File: src/rtl/dons_pkg.sv
package dons_pkg;

    localparam int DATA_W       = 32;
    localparam int RATE_W       = 31;
    localparam int DECAY_W      = 17;
    localparam int NODE_INDEX_W = 10;
    localparam int CFG_INDEX_W  = 3;

    localparam int QUEUE_DEPTH  = 4;
    localparam int QUEUE_PTR_W  = 2;
    localparam int BACK_STAGES  = 15;

    typedef enum logic [CFG_INDEX_W-1:0] {
        REG_DAMPING_RATE     = 3'd0,
        REG_STEP_LENGTH      = 3'd1,
        REG_INVERSE_STEP     = 3'd2,
        REG_TWO_OVER_DAMPING = 3'd3,
        REG_DECAY_FACTOR     = 3'd4,
        REG_INITIAL_LEVEL    = 3'd5
    } cfg_reg_t;

    typedef struct packed {
        logic [RATE_W-1:0]  damping_rate;
        logic [RATE_W-1:0]  step_length;
        logic [RATE_W-1:0]  inverse_step;
        logic [RATE_W-1:0]  two_over_damping;
        logic [DECAY_W-1:0] decay_factor;
    } osc_cfg_t;

    localparam osc_cfg_t CFG_RESET = '{
        damping_rate:     31'd65536,
        step_length:      31'd65536,
        inverse_step:     31'd65536,
        two_over_damping: 31'd131072,
        decay_factor:     17'd24109
    };

    localparam logic signed [DATA_W-1:0] LEVEL_RESET = 32'sd0;

    typedef struct packed {
        logic [NODE_INDEX_W-1:0]  node_index;
        logic signed [DATA_W-1:0] drive_sample;
    } item_t;

    typedef struct packed {
        logic signed [DATA_W-1:0] last_drive;
        logic signed [DATA_W-1:0] last_phi;
        logic signed [DATA_W-1:0] phi_rate;
    } node_state_t;

    localparam logic signed [63:0] SAT_HI = 64'sd2147483647;
    localparam logic signed [63:0] SAT_LO = -64'sd2147483648;

    function automatic logic signed [DATA_W-1:0] sat32(input logic signed [63:0] v);
        if (v > SAT_HI) begin
            return 32'sh7fffffff;
        end
        else if (v < SAT_LO) begin
            return 32'sh80000000;
        end
        return v[DATA_W-1:0];
    endfunction

    function automatic logic signed [DATA_W-1:0] add_s(input logic signed [DATA_W-1:0] a,
                                                       input logic signed [DATA_W-1:0] b);
        logic signed [63:0] s;
        s = 64'(a) + 64'(b);
        return sat32(s);
    endfunction

    function automatic logic signed [DATA_W-1:0] sub_s(input logic signed [DATA_W-1:0] a,
                                                       input logic signed [DATA_W-1:0] b);
        logic signed [63:0] s;
        s = 64'(a) - 64'(b);
        return sat32(s);
    endfunction

    // floor of product / 2^fb, then saturate
    function automatic logic signed [DATA_W-1:0] fx_scale(input logic signed [63:0] p,
                                                          input int unsigned fb);
        logic signed [63:0] s;
        s = p >>> fb;
        return sat32(s);
    endfunction

endpackage

File: src/rtl/dons_queue.sv
module dons_queue import dons_pkg::*; #(
    parameter int KEY_W = 10
) (
    input  logic                              clk,
    input  logic                              rst_n,
    input  logic                              push,
    input  item_t                             push_item,
    input  logic [KEY_W-1:0]                  push_key,
    output logic                              full,
    input  logic                              pop,
    output logic                              head_valid,
    output item_t                             head_item,
    output logic [KEY_W-1:0]                  head_key,
    output logic [QUEUE_DEPTH-1:0]            busy_valid,
    output logic [QUEUE_DEPTH-1:0][KEY_W-1:0] busy_key
);

    logic [QUEUE_PTR_W-1:0] wr_ptr_reg;
    logic [QUEUE_PTR_W-1:0] rd_ptr_reg;
    logic [QUEUE_DEPTH-1:0] slot_valid_reg;
    logic [QUEUE_DEPTH-1:0] slot_valid_next;
    item_t                  slot_item_reg [QUEUE_DEPTH];
    logic [KEY_W-1:0]       slot_key_reg [QUEUE_DEPTH];

    assign full = slot_valid_reg[wr_ptr_reg];
    assign head_valid = slot_valid_reg[rd_ptr_reg];
    assign head_item = slot_item_reg[rd_ptr_reg];
    assign head_key = slot_key_reg[rd_ptr_reg];
    assign busy_valid = slot_valid_reg;

    always_comb
    begin
        for (int i = 0; i < QUEUE_DEPTH; i++)
        begin
            busy_key[i] = slot_key_reg[i];
        end
    end

    always_comb
    begin
        slot_valid_next = slot_valid_reg;
        if (push && !full)
        begin
            slot_valid_next[wr_ptr_reg] = 1'b1;
        end
        if (pop && head_valid)
        begin
            slot_valid_next[rd_ptr_reg] = 1'b0;
        end
    end

    always_ff @(posedge clk or negedge rst_n)
    begin
        if (!rst_n)
        begin
            wr_ptr_reg <= '0;
            rd_ptr_reg <= '0;
            slot_valid_reg <= '0;
        end
        else
        begin
            slot_valid_reg <= slot_valid_next;
            if (push && !full)
            begin
                wr_ptr_reg <= wr_ptr_reg + 1'b1;
            end
            if (pop && head_valid)
            begin
                rd_ptr_reg <= rd_ptr_reg + 1'b1;
            end
        end
    end

    always_ff @(posedge clk)
    begin
        if (push && !full)
        begin
            slot_item_reg[wr_ptr_reg] <= push_item;
            slot_key_reg[wr_ptr_reg] <= push_key;
        end
    end

endmodule

File: config.mk
export PLATFORM = sky130hd
export DESIGN_NAME = dons_queue
export DESIGN_NICKNAME = d
export VERILOG_FILES = /design/src/rtl/dons_pkg.sv /design/src/rtl/dons_queue.sv
export SDC_FILE = /design/constraint.sdc
export NUM_CORES = 1
export LEC_CHECK = 0
export BUFFER_PORTS_ARGS = -buffer_cell sky130_fd_sc_hd__buf_2
export CAP_MARGIN = 20
export CELL_PAD_IN_SITES_DETAIL_PLACEMENT = 1
export CELL_PAD_IN_SITES_GLOBAL_PLACEMENT = 2
export CORE_MARGIN = 2
export CORE_UTILIZATION = 38
export DETAILED_ROUTE_END_ITERATION = 16
export PLACE_DENSITY = 0.75
export SLEW_MARGIN = 20
export SYNTH_ARGS = -nofsm -noshare
export SYNTH_HDL_FRONTEND = slang
export SYNTH_SLANG_ARGS = --single-unit
export TNS_END_PERCENT = 100
File: constraint.sdc
create_clock -name clk -period 2.5 [get_ports clk]
set_clock_uncertainty 0.2 [all_clocks]
set_input_delay 0.25 -clock clk [delete_from_list [all_inputs] [get_ports clk]]
set_output_delay 0.25 -clock clk [all_outputs]
set_load 0.01 [all_outputs]
==> results.md <==
* Status: finished, final reports clean
* Die area at 22470 um^2
* Slowest CP cell: mux4_2
* Fin area at 10690 um^2
* Hold Worst Slack at 0.1843 ns
* Worst setup SP type: flop
* Maximum vdd drop at 0.6509 mV
* Finished Layout Cells at 858
* # rows at 53
* RePlAce Congestion at 0.7764
* Most common cell after layout, fill and taps aside: edfxtp_1
* Post-synthesis sequential area ratio at 79.68%
* Grt met3 use at 2.988%
* Most frequent cells in the layout: edfxtp_1 (208), buf_2 (153), dlygate4sd3_1 (55), mux4_2 (52), clkbuf_16 (23)
* Worst rel slew slack at 65.09%
* Initial Utilization at 38.61%
* Clock sinks at 216
* Worst hold path type: in -> reg
* 1st-iter DRT viols at 266
* Max-Cap Viols at 0
* Vias at 4250
* Post-Synth Adder-Cell Area at 1.237%
* Netlist cell types at 23
* Simple-gate share of the synthesized area at 1.098%
* Unrepaired setup endpoints after global routing: false
* First-pass GRT wire length at 27.50 mm
* CTS tree: done
* Placed Area at 9364 um^2
* PD cells at 1161 nW/um^2
* Tmin final at 2.406 ns
* Crit-path cells: buf_12 -> mux4_2 -> buf_2
* Initial antenna violation count at 0
* Max Slew Vio Count at 0
* Delay-heaviest family, CP: multiplexers
* Vias per inst at 4.953
* Die H at 149.9 um
* Clock transition at the registers of the reported paths at 0.06 ns
* GR Util met1 at 20.87%
* Top cell type's share of synthesized area at 77.20%
* Root Buffer: clkbuf_16
* Area contributors post-synth: edfxtp_1 (77%), mux4_2 (14%), dfrtp_1 (2.5%), ha_1 (1.2%), buf_6 (0.70%)
* Post-Syn Nets at 395
* CTS Buf Count at 23
* Yosys Warn Count at 0
* Setup TNS at 0 ns
* Chip width at 149.9 um
* PortBufs at 153
* Drt pass-1 iters at 4
* Worst Path Required at 2.05 ns
* Antenna diodes at 0
* Hold Vio Cnt, Final at 0
* Synthesized cell area at 8090 um^2
* H-tree levels at 1
* Synth Area in XOR/XNOR at 0.1083%
* Highest clock rate at 0.4157 GHz
* DRC Markers at 0
* Delay of the slowest critical-path stage at 0.56 ns
* LEAKAGE at 0.003842 uW
* DP Cell Count at 760
* Largest family of logic cells by synthesized area: multiplexers
* Multiplexer share of the synthesized area at 15.48%
* Area grow syn2layout at 32.09%
* Vias in the first global route at 4803
* Global route hottest layer: met2
* Met2 Use GR at 28.40%
* Crit path buf inv count at 2
* DRT antenna net count at 0
* I/O Pins at 154
* Cells after synthesis at 331
* Core footprint at 20960 um^2
* Syn Area/Cell at 24.44 um^2
* Worst Tran Pin Value at 0.5090 ns
* Final setup fails at 0
* Layout Nets at 630
* Register bit total from synthesis at 216
* Max reg flops at 168
* Worst reg-to-reg setup slack at 0.28 ns
* GRT Overall Usage at 16.17%
* Compound-Gate Fraction of Synth Area at 0.8661%
* DP Wirelength at 11.13 mm
* Largest net degree at the start of global routing at 53
* Layout cells sized above 1 at 44.94%
* WL/cell at 20.64 um
* Longest Clk Path Bufs at 3
* Post-Route WL at 17.71 mm
* Clk_lat worst skew at 0.49 ns
* Pwr Total at 12410 uW
* Crit-path max FO at 26
* Critical path class: reg -> out
* Final period util at 96.23%
* Congestion Overflow GR at 0
* Area leader, netlist: edfxtp_1
* CP arrival at 1.96 ns
* CP endpoint kind: output port
## synth_stat cells, drive strengths merged
cell type / number
buf: 12
and2: 1
nor2b: 2
inv: 8
a21oi: 2
dfrtp: 8
mux2: 3
xnor2: 1
o2bb2ai: 1
edfxtp: 208
ha: 8
a22o: 1
mux2i: 4
nand2: 5
nor2: 3
mux4: 52
nand3: 8
a32oi: 4
## cells by family (layout without fill, tap and decap cells)
family                   count (synthesis)  in the layout
AO/OA/AOI/OAI                            8              8
multiplexers                            59             59
XOR/XNOR                                 1              1
flip-flops                             216            216
adder cells (fa/ha/maj)                  8              8
buffers and inverters                   20            272
AND/OR/NAND/NOR                         19             19
## layout make-up
| type | count | area [um^2] |
|---|---|---|
| inverters | 8 | 30.03 |
| multi-input cells | 95 | 1550 |
| well taps | 275 | 344.1 |
| flip-flops and latches | 216 | 6454 |
| repair buffers | 222 | 1546 |
| clock buffers | 27 | 590.6 |
| fillers | 1983 | 10270 |
| clock inverters | 15 | 171.4 |
## what timing repair did
| action | 4_1_cts | 5_1_grt |
|---|---|---|
| setup buffers | 1 | 0 |
| gates cloned | 0 | 0 |
| endpoints found under the hold margin | 217 | 0 |
| hold buffers | 55 | 0 |
| endpoints found under the setup margin | 43 | 13 |
| gates resized for setup | 0 | 1 |
## worst min-delay path, stage by stage
cell and delay [ns]:
buf_2 0.12, nor2b_1 0.18, nand3_1 0.17, a32oi_1 0.12
## layer usage
metal,vias up,wire (um)
met4,0,304
met1,2238,7436
met3,25,908
met2,117,9056
met5,-,0
li1,1870,-
## through the flow
stage	utilization [%]	setup WS (ns)
after detailed placement	44.69	0.3249
final	51.00	0.09424
after global placement	44.69	0.4210
after floorplan	-	0.2917
after global routing	51.00	0.006516
after CTS	50.99	0.003280
## where the power goes
part           switching (uW)  leakage [uW]  internal (uW)
combinational            2050       0.00149           1850
sequential                314       0.00198           4780
clock                    1330      0.000374           2100
## final timing paths
check | cells after the start | endpoint | startpoint
worst min register to register | 2 | busy_valid[3] | busy_valid[3]
worst min-delay path | 4 | busy_valid[2] | push
worst max-delay path | 3 | head_item[22] | rd_ptr_reg[0]
worst max register to register | 4 | slot_item_reg[3][15] | wr_ptr_reg[0]
min in group asynchronous | 3 | busy_valid[2] | rst_n
max in group asynchronous | 3 | rd_ptr_reg[0] | rst_n
Power figures use the tool's default switching activity.
