===== src/rtl/dons_pkg.sv =====
package dons_pkg;

    localparam int DATA_W       = 32;
    localparam int RATE_W       = 31;
    localparam int DECAY_W      = 17;
    localparam int NODE_INDEX_W = 10;
    localparam int CFG_INDEX_W  = 3;

    localparam int QUEUE_DEPTH  = 4;
    localparam int QUEUE_PTR_W  = 2;
    localparam int BACK_STAGES  = 15;

    typedef enum logic [CFG_INDEX_W-1:0] {
        REG_DAMPING_RATE     = 3'd0,
        REG_STEP_LENGTH      = 3'd1,
        REG_INVERSE_STEP     = 3'd2,
        REG_TWO_OVER_DAMPING = 3'd3,
        REG_DECAY_FACTOR     = 3'd4,
        REG_INITIAL_LEVEL    = 3'd5
    } cfg_reg_t;

    typedef struct packed {
        logic [RATE_W-1:0]  damping_rate;
        logic [RATE_W-1:0]  step_length;
        logic [RATE_W-1:0]  inverse_step;
        logic [RATE_W-1:0]  two_over_damping;
        logic [DECAY_W-1:0] decay_factor;
    } osc_cfg_t;

    localparam osc_cfg_t CFG_RESET = '{
        damping_rate:     31'd65536,
        step_length:      31'd65536,
        inverse_step:     31'd65536,
        two_over_damping: 31'd131072,
        decay_factor:     17'd24109
    };

    localparam logic signed [DATA_W-1:0] LEVEL_RESET = 32'sd0;

    typedef struct packed {
        logic [NODE_INDEX_W-1:0]  node_index;
        logic signed [DATA_W-1:0] drive_sample;
    } item_t;

    typedef struct packed {
        logic signed [DATA_W-1:0] last_drive;
        logic signed [DATA_W-1:0] last_phi;
        logic signed [DATA_W-1:0] phi_rate;
    } node_state_t;

    localparam logic signed [63:0] SAT_HI = 64'sd2147483647;
    localparam logic signed [63:0] SAT_LO = -64'sd2147483648;

    function automatic logic signed [DATA_W-1:0] sat32(input logic signed [63:0] v);
        if (v > SAT_HI) begin
            return 32'sh7fffffff;
        end
        else if (v < SAT_LO) begin
            return 32'sh80000000;
        end
        return v[DATA_W-1:0];
    endfunction

    function automatic logic signed [DATA_W-1:0] add_s(input logic signed [DATA_W-1:0] a,
                                                       input logic signed [DATA_W-1:0] b);
        logic signed [63:0] s;
        s = 64'(a) + 64'(b);
        return sat32(s);
    endfunction

    function automatic logic signed [DATA_W-1:0] sub_s(input logic signed [DATA_W-1:0] a,
                                                       input logic signed [DATA_W-1:0] b);
        logic signed [63:0] s;
        s = 64'(a) - 64'(b);
        return sat32(s);
    endfunction

    // floor of product / 2^fb, then saturate
    function automatic logic signed [DATA_W-1:0] fx_scale(input logic signed [63:0] p,
                                                          input int unsigned fb);
        logic signed [63:0] s;
        s = p >>> fb;
        return sat32(s);
    endfunction

endpackage


===== src/rtl/dons_if.sv =====
interface dons_in_if import dons_pkg::*; ();
    logic                     valid;
    logic                     ready;
    logic [NODE_INDEX_W-1:0]  node_index;
    logic signed [DATA_W-1:0] drive_sample;

    modport source (output valid, output node_index, output drive_sample, input ready);
    modport sink (input valid, input node_index, input drive_sample, output ready);
endinterface



===== src/rtl/dons_front.sv =====
module dons_front import dons_pkg::*; #(
    parameter int NODE_COUNT = 1024,
    parameter int KEY_W = 10,
    parameter int HAZ_N = 19
) (
    input  logic                        clk,
    input  logic                        rst_n,
    dons_in_if.sink                     in_ch,
    input  logic                        hold,
    input  logic [HAZ_N-1:0]            busy_valid,
    input  logic [HAZ_N-1:0][KEY_W-1:0] busy_key,
    input  logic                        queue_full,
    output logic                        push,
    output item_t                       push_item,
    output logic [KEY_W-1:0]            push_key
);

    logic             f_valid_reg;
    item_t            f_item_reg;
    logic [KEY_W-1:0] f_key;
    logic             hit;
    logic             take;

    assign take = in_ch.valid && in_ch.ready;

    // node index folded onto the state memory
    if (NODE_COUNT >= (1 << NODE_INDEX_W))
    begin : g_key_direct
        assign f_key = KEY_W'(f_item_reg.node_index);
    end
    else
    begin : g_key_fold
        localparam int LOG_N = $clog2(NODE_COUNT);
        localparam int SHIFT = NODE_INDEX_W + LOG_N;
        localparam int MUL_W = SHIFT + 1;
        localparam int QP_W = NODE_INDEX_W + MUL_W;
        localparam int BP_W = NODE_INDEX_W + KEY_W + 1;
        localparam logic [MUL_W-1:0] MUL =
            MUL_W'(((1 << SHIFT) + NODE_COUNT - 1) / NODE_COUNT);

        logic [QP_W-1:0]         quo_prod;
        logic [NODE_INDEX_W-1:0] quo_reg;
        logic [BP_W-1:0]         back_prod;
        logic [NODE_INDEX_W-1:0] rem;

        assign quo_prod = QP_W'(in_ch.node_index) * QP_W'(MUL);

        always_ff @(posedge clk)
        begin
            if (take)
            begin
                quo_reg <= quo_prod[SHIFT +: NODE_INDEX_W];
            end
        end

        assign back_prod = BP_W'(quo_reg) * BP_W'(NODE_COUNT);
        assign rem = f_item_reg.node_index - back_prod[NODE_INDEX_W-1:0];
        assign f_key = rem[KEY_W-1:0];
    end

    // same node still in flight: hold until its state is written back
    always_comb
    begin
        hit = 1'b0;
        for (int i = 0; i < HAZ_N; i++)
        begin
            if (busy_valid[i] && (busy_key[i] == f_key))
            begin
                hit = 1'b1;
            end
        end
    end

    assign push = f_valid_reg && !hit && !queue_full;
    assign push_item = f_item_reg;
    assign push_key = f_key;
    assign in_ch.ready = (!f_valid_reg || push) && !hold;

    always_ff @(posedge clk or negedge rst_n)
    begin
        if (!rst_n)
        begin
            f_valid_reg <= 1'b0;
        end
        else if (in_ch.ready)
        begin
            f_valid_reg <= in_ch.valid;
        end
        else if (push)
        begin
            f_valid_reg <= 1'b0;
        end
    end

    always_ff @(posedge clk)
    begin
        if (take)
        begin
            f_item_reg <= '{node_index: in_ch.node_index, drive_sample: in_ch.drive_sample};
        end
    end

endmodule


===== src/flat_wrapper.sv =====
// flat-port wrapper written by rule: the top's interface ports become plain ports
module dons_front_flat import dons_pkg::*;
#(
    parameter int NODE_COUNT = 1024,
    parameter int KEY_W = 10,
    parameter int HAZ_N = 19
)
  (clk, rst_n, hold, busy_valid, busy_key, queue_full, push, push_item, push_key, in_ch_valid, in_ch_node_index, in_ch_drive_sample, in_ch_ready);
  dons_in_if in_ch_i ();
  input  logic clk;
  input  logic rst_n;
  input  logic hold;
  input  logic [HAZ_N-1:0] busy_valid;
  input  logic [HAZ_N-1:0][KEY_W-1:0] busy_key;
  input  logic queue_full;
  output logic push;
  output item_t push_item;
  output logic [KEY_W-1:0] push_key;
  input wire logic [$bits(in_ch_i.valid)-1:0] in_ch_valid;
  input wire logic [$bits(in_ch_i.node_index)-1:0] in_ch_node_index;
  input wire logic [$bits(in_ch_i.drive_sample)-1:0] in_ch_drive_sample;
  output wire logic [$bits(in_ch_i.ready)-1:0] in_ch_ready;
  assign in_ch_i.valid = in_ch_valid;
  assign in_ch_i.node_index = in_ch_node_index;
  assign in_ch_i.drive_sample = in_ch_drive_sample;
  assign in_ch_ready = in_ch_i.ready;
  dons_front #(.NODE_COUNT(NODE_COUNT), .KEY_W(KEY_W), .HAZ_N(HAZ_N)) u_core (.clk(clk), .rst_n(rst_n), .in_ch(in_ch_i), .hold(hold), .busy_valid(busy_valid), .busy_key(busy_key), .queue_full(queue_full), .push(push), .push_item(push_item), .push_key(push_key));
endmodule

===== config.mk =====
export PLATFORM = sky130hd
export DESIGN_NAME = dons_front_flat
export DESIGN_NICKNAME = d
export VERILOG_FILES = /design/src/rtl/dons_pkg.sv /design/src/rtl/dons_if.sv /design/src/rtl/dons_front.sv /design/src/flat_wrapper.sv
export SDC_FILE = /design/constraint.sdc
export NUM_CORES = 1
export LEC_CHECK = 0
export ABC_AREA = 0
export BUFFER_PORTS_ARGS = -buffer_cell sky130_fd_sc_hd__buf_2
export CORE_AREA = 4 4 120 122
export DETAILED_ROUTE_END_ITERATION = 7
export DIE_AREA = 0 0 124 126
export GPL_ROUTABILITY_DRIVEN = 0
export PLACE_DENSITY = 0.62
export RECOVER_POWER = 50
export SKIP_CTS_REPAIR_TIMING = 1
export SLEW_MARGIN = 40
export SYNTH_ARGS = -nofsm -noshare
export SYNTH_HDL_FRONTEND = slang
export SYNTH_SLANG_ARGS = --single-unit

===== constraint.sdc =====
create_clock -name clk -period 11.4 [get_ports clk]
set_input_delay 0 -clock clk [delete_from_list [all_inputs] [get_ports clk]]
set_output_delay 0 -clock clk [all_outputs]
set_load 0.01 [all_outputs]

==> run summary <==
Status: finished clean
CTS tree: done
I/O Buffers: 309
Largest net degree at the start of global routing: 43
Worst vdd ir: 123 uV
Synth warn: 0
DRT iter0 DRCs: 114
Final Hold Viols: 0
Vias in the first global route: 4,112
Comb power frac: 0.395
Clock power frac: 0.245
Layout area overhead: 57.9%
Most frequent cells in the layout: buf_2 (279), xnor2_1 (165), dlygate4sd3_1 (43)
WL/cell: 17.8 um
Compound-Gate Fraction of Synth Area: 0.0135
Leakage: 2.38 nW
Worst Path Arrival: 3140 ps
Io pins: 310
Post-DRT Antenna Nets: 0
Worst skew pair latency: 280 ps
Clock tree root driver cell: clkbuf_16
Layout Cells excl Fill: 870
Routed vias/inst: 4.60
Initial Util: 0.282
Fmax: 310 MHz
Core area: 13,200 um2
Post-synthesis mux area share: 0
TritonCTS buffer count: 5
Die Height: 126 um
Die area: 15,600 um2
Gr usage total: 0.174
Final Max Tran Viols: 0
Tcrit/Tclk final: 0.283
Fin nets: 949
Sequential power share: 0.360
XOR/XNOR Fraction of Synth Area: 0.448
Vias: 4,000
Sw power: 0.163 mW
Crit-path cells: buf_4 -> xnor2_1 -> nand4_1 -> nor3_1 -> or4_1 -> or4_4 -> o21ai_4 -> buf_4
Most frequent CP cell: buf_4
Unique masters post-synth: 25
Fin crit period: 3230 ps
Synthesized cell area: 3720 um2
TNS Setup: 0 ps
Sw frac: 0.300
P per Cell Area: 92.7 nW/um2
Max stage delay on crit path: 610 ps
Worst setup path category: reg2reg
Clk sinks: 43
CP max FO: 42
Bufs and invs on worst path: 2
Die Wd: 124 um
Post-synth net total: 609
Max reg flops: 32
Largest family of logic cells by synthesized area: XOR/XNOR gates
Rows: 42
Final wirelength: 15,500 um
Placed cell count: 819
Max Cap Viol: 0
Number of H-tree levels: 2
Final Skew: 4.07 ps
Antenna cells: 0
Post-synthesis sequential area ratio: 0.346
RSZ-0062 raised after global routing: false
Post-Route Utilization: 0.445
Slowest cell on the critical path: or4_4
Worst R2R Setup Slack: 8170 ps
Worst Max-Slew Pin Slew: 605 ps
Initial antenna violation count: 0
Critical Path RT: 11,320 ps
First-pass GRT wire length: 20,800 um
Max clock buf depth: 2
Count of final setup violators: 0
Detailed Routing Iterations Pass 1: 4
Worst-path clk slew: 60 ps
CP Launch Type: flip-flop
Synth Area in Adders: 0
Crit-path leading delay family: simple AND/OR/NAND/NOR gates
Commonest non-fill, non-tap cell in the layout: buf_2
Final HPWL from detailed placement: 12,100 um
Crit. End Element: flip-flop
Slew margin rel.: 0.593
Syn Inst Count: 353
Fraction of layout cells with a size suffix above 1: 0.431
Drt drc: 0
Syn Area/Cell: 10.5 um2
FF+latch count, synth: 43
Internal: 0.381 mW
Worst Hold Class: in2async
Filler cell count: 1,283
Total gr overflow: 0
Post-synthesis simple-gate area fraction: 0.128
==> logic make-up (layout without fill, tap and decap cells) <==
group	after synthesis	after routing
DFF	43	43
and+or+nand+nor	82	82
AOI/OAI and AO/OA	7	7
buffers and inverters	31	372
xor gates and xnor gates	190	190
==> power by group through the flow <==
stage	logic (mW)	registers (mW)	clock network, mW
6_report	0.215	0.196	0.133
5_1_grt	0.232	0.197	0.142
4_1_cts	0.206	0.196	0.137
3_5_place_dp	0.205	0.199	0
3_3_place_gp	0.202	0.198	0
2_1_floorplan	0.114	0.207	0
==> cell type report <==
cell class | count | area [um2] | area share
clock buffer | 7 | 133 | 0.0226
timing repair buffer | 363 | 2020 | 0.344
tap | 176 | 220 | 0.0375
inverter | 1 | 3.75 | 0.000639
sequential | 43 | 1290 | 0.219
multi-input combinational | 279 | 2200 | 0.375
clock inverter | 1 | 5.00 | 0.000852
==> per-stage QoR <==
step                      power (mW)  worst slack [ps]  hold slack (ps)  cell area [um2]
after floorplan                0.322              5960             -296             3720
after global placement         0.400              8260             -224             5340
after detailed placement       0.404              8210             -223             5340
after CTS                      0.539              8180             -525             5480
after global routing           0.571              8040             36.1             5870
final                          0.544              8170             23.6             5870
==> routing by layer <==
| metal | global-route usage | vias to the layer above | wire (um) |
|---|---|---|---|
| met2 | 0.311 | 254 | 7670 |
| li1 | - | 1887 | - |
| met3 | 0.0462 | 28 | 1750 |
| met5 | 0 | - | 0 |
| met4 | 0.0696 | 0 | 429 |
| met1 | 0.193 | 1831 | 5670 |
==> worst paths after layout <==
path	start	cells after the start	to
setup / recovery	u_core.push_key[8]	8	u_core.push_item[24]
hold / removal	rst_n	2	u_core.f_valid_reg
setup reg to reg	u_core.push_key[8]	8	u_core.push_item[24]
hold reg to reg	u_core.f_valid_reg	2	u_core.f_valid_reg
max in group asynchronous	rst_n	2	u_core.f_valid_reg
min in group clk	hold	3	u_core.f_valid_reg
==> cell usage after synthesis <==
master	n	area share
or2_2	1	0.0017
inv_1	1	0.0010
nor2_1	1	0.0010
nand2_1	2	0.0020
buf_2	10	0.013
buf_4	10	0.020
nand3b_1	1	0.0020
o21ai_0	1	0.0013
o311ai_0	1	0.0024
nand4_1	36	0.061
edfxtp_1	42	0.34
nand3_1	15	0.020
xor2_1	25	0.059
nor3_1	15	0.020
nor4_1	6	0.010
or4_4	1	0.0030
o22ai_1	3	0.0050
nor2b_1	1	0.0017
or4_1	2	0.0040
o31a_1	1	0.0024
dfrtp_1	1	0.0067
nand2b_1	1	0.0017
xnor2_1	165	0.39
a311oi_1	1	0.0024
buf_6	10	0.030
(Power assumes the default switching activity.)
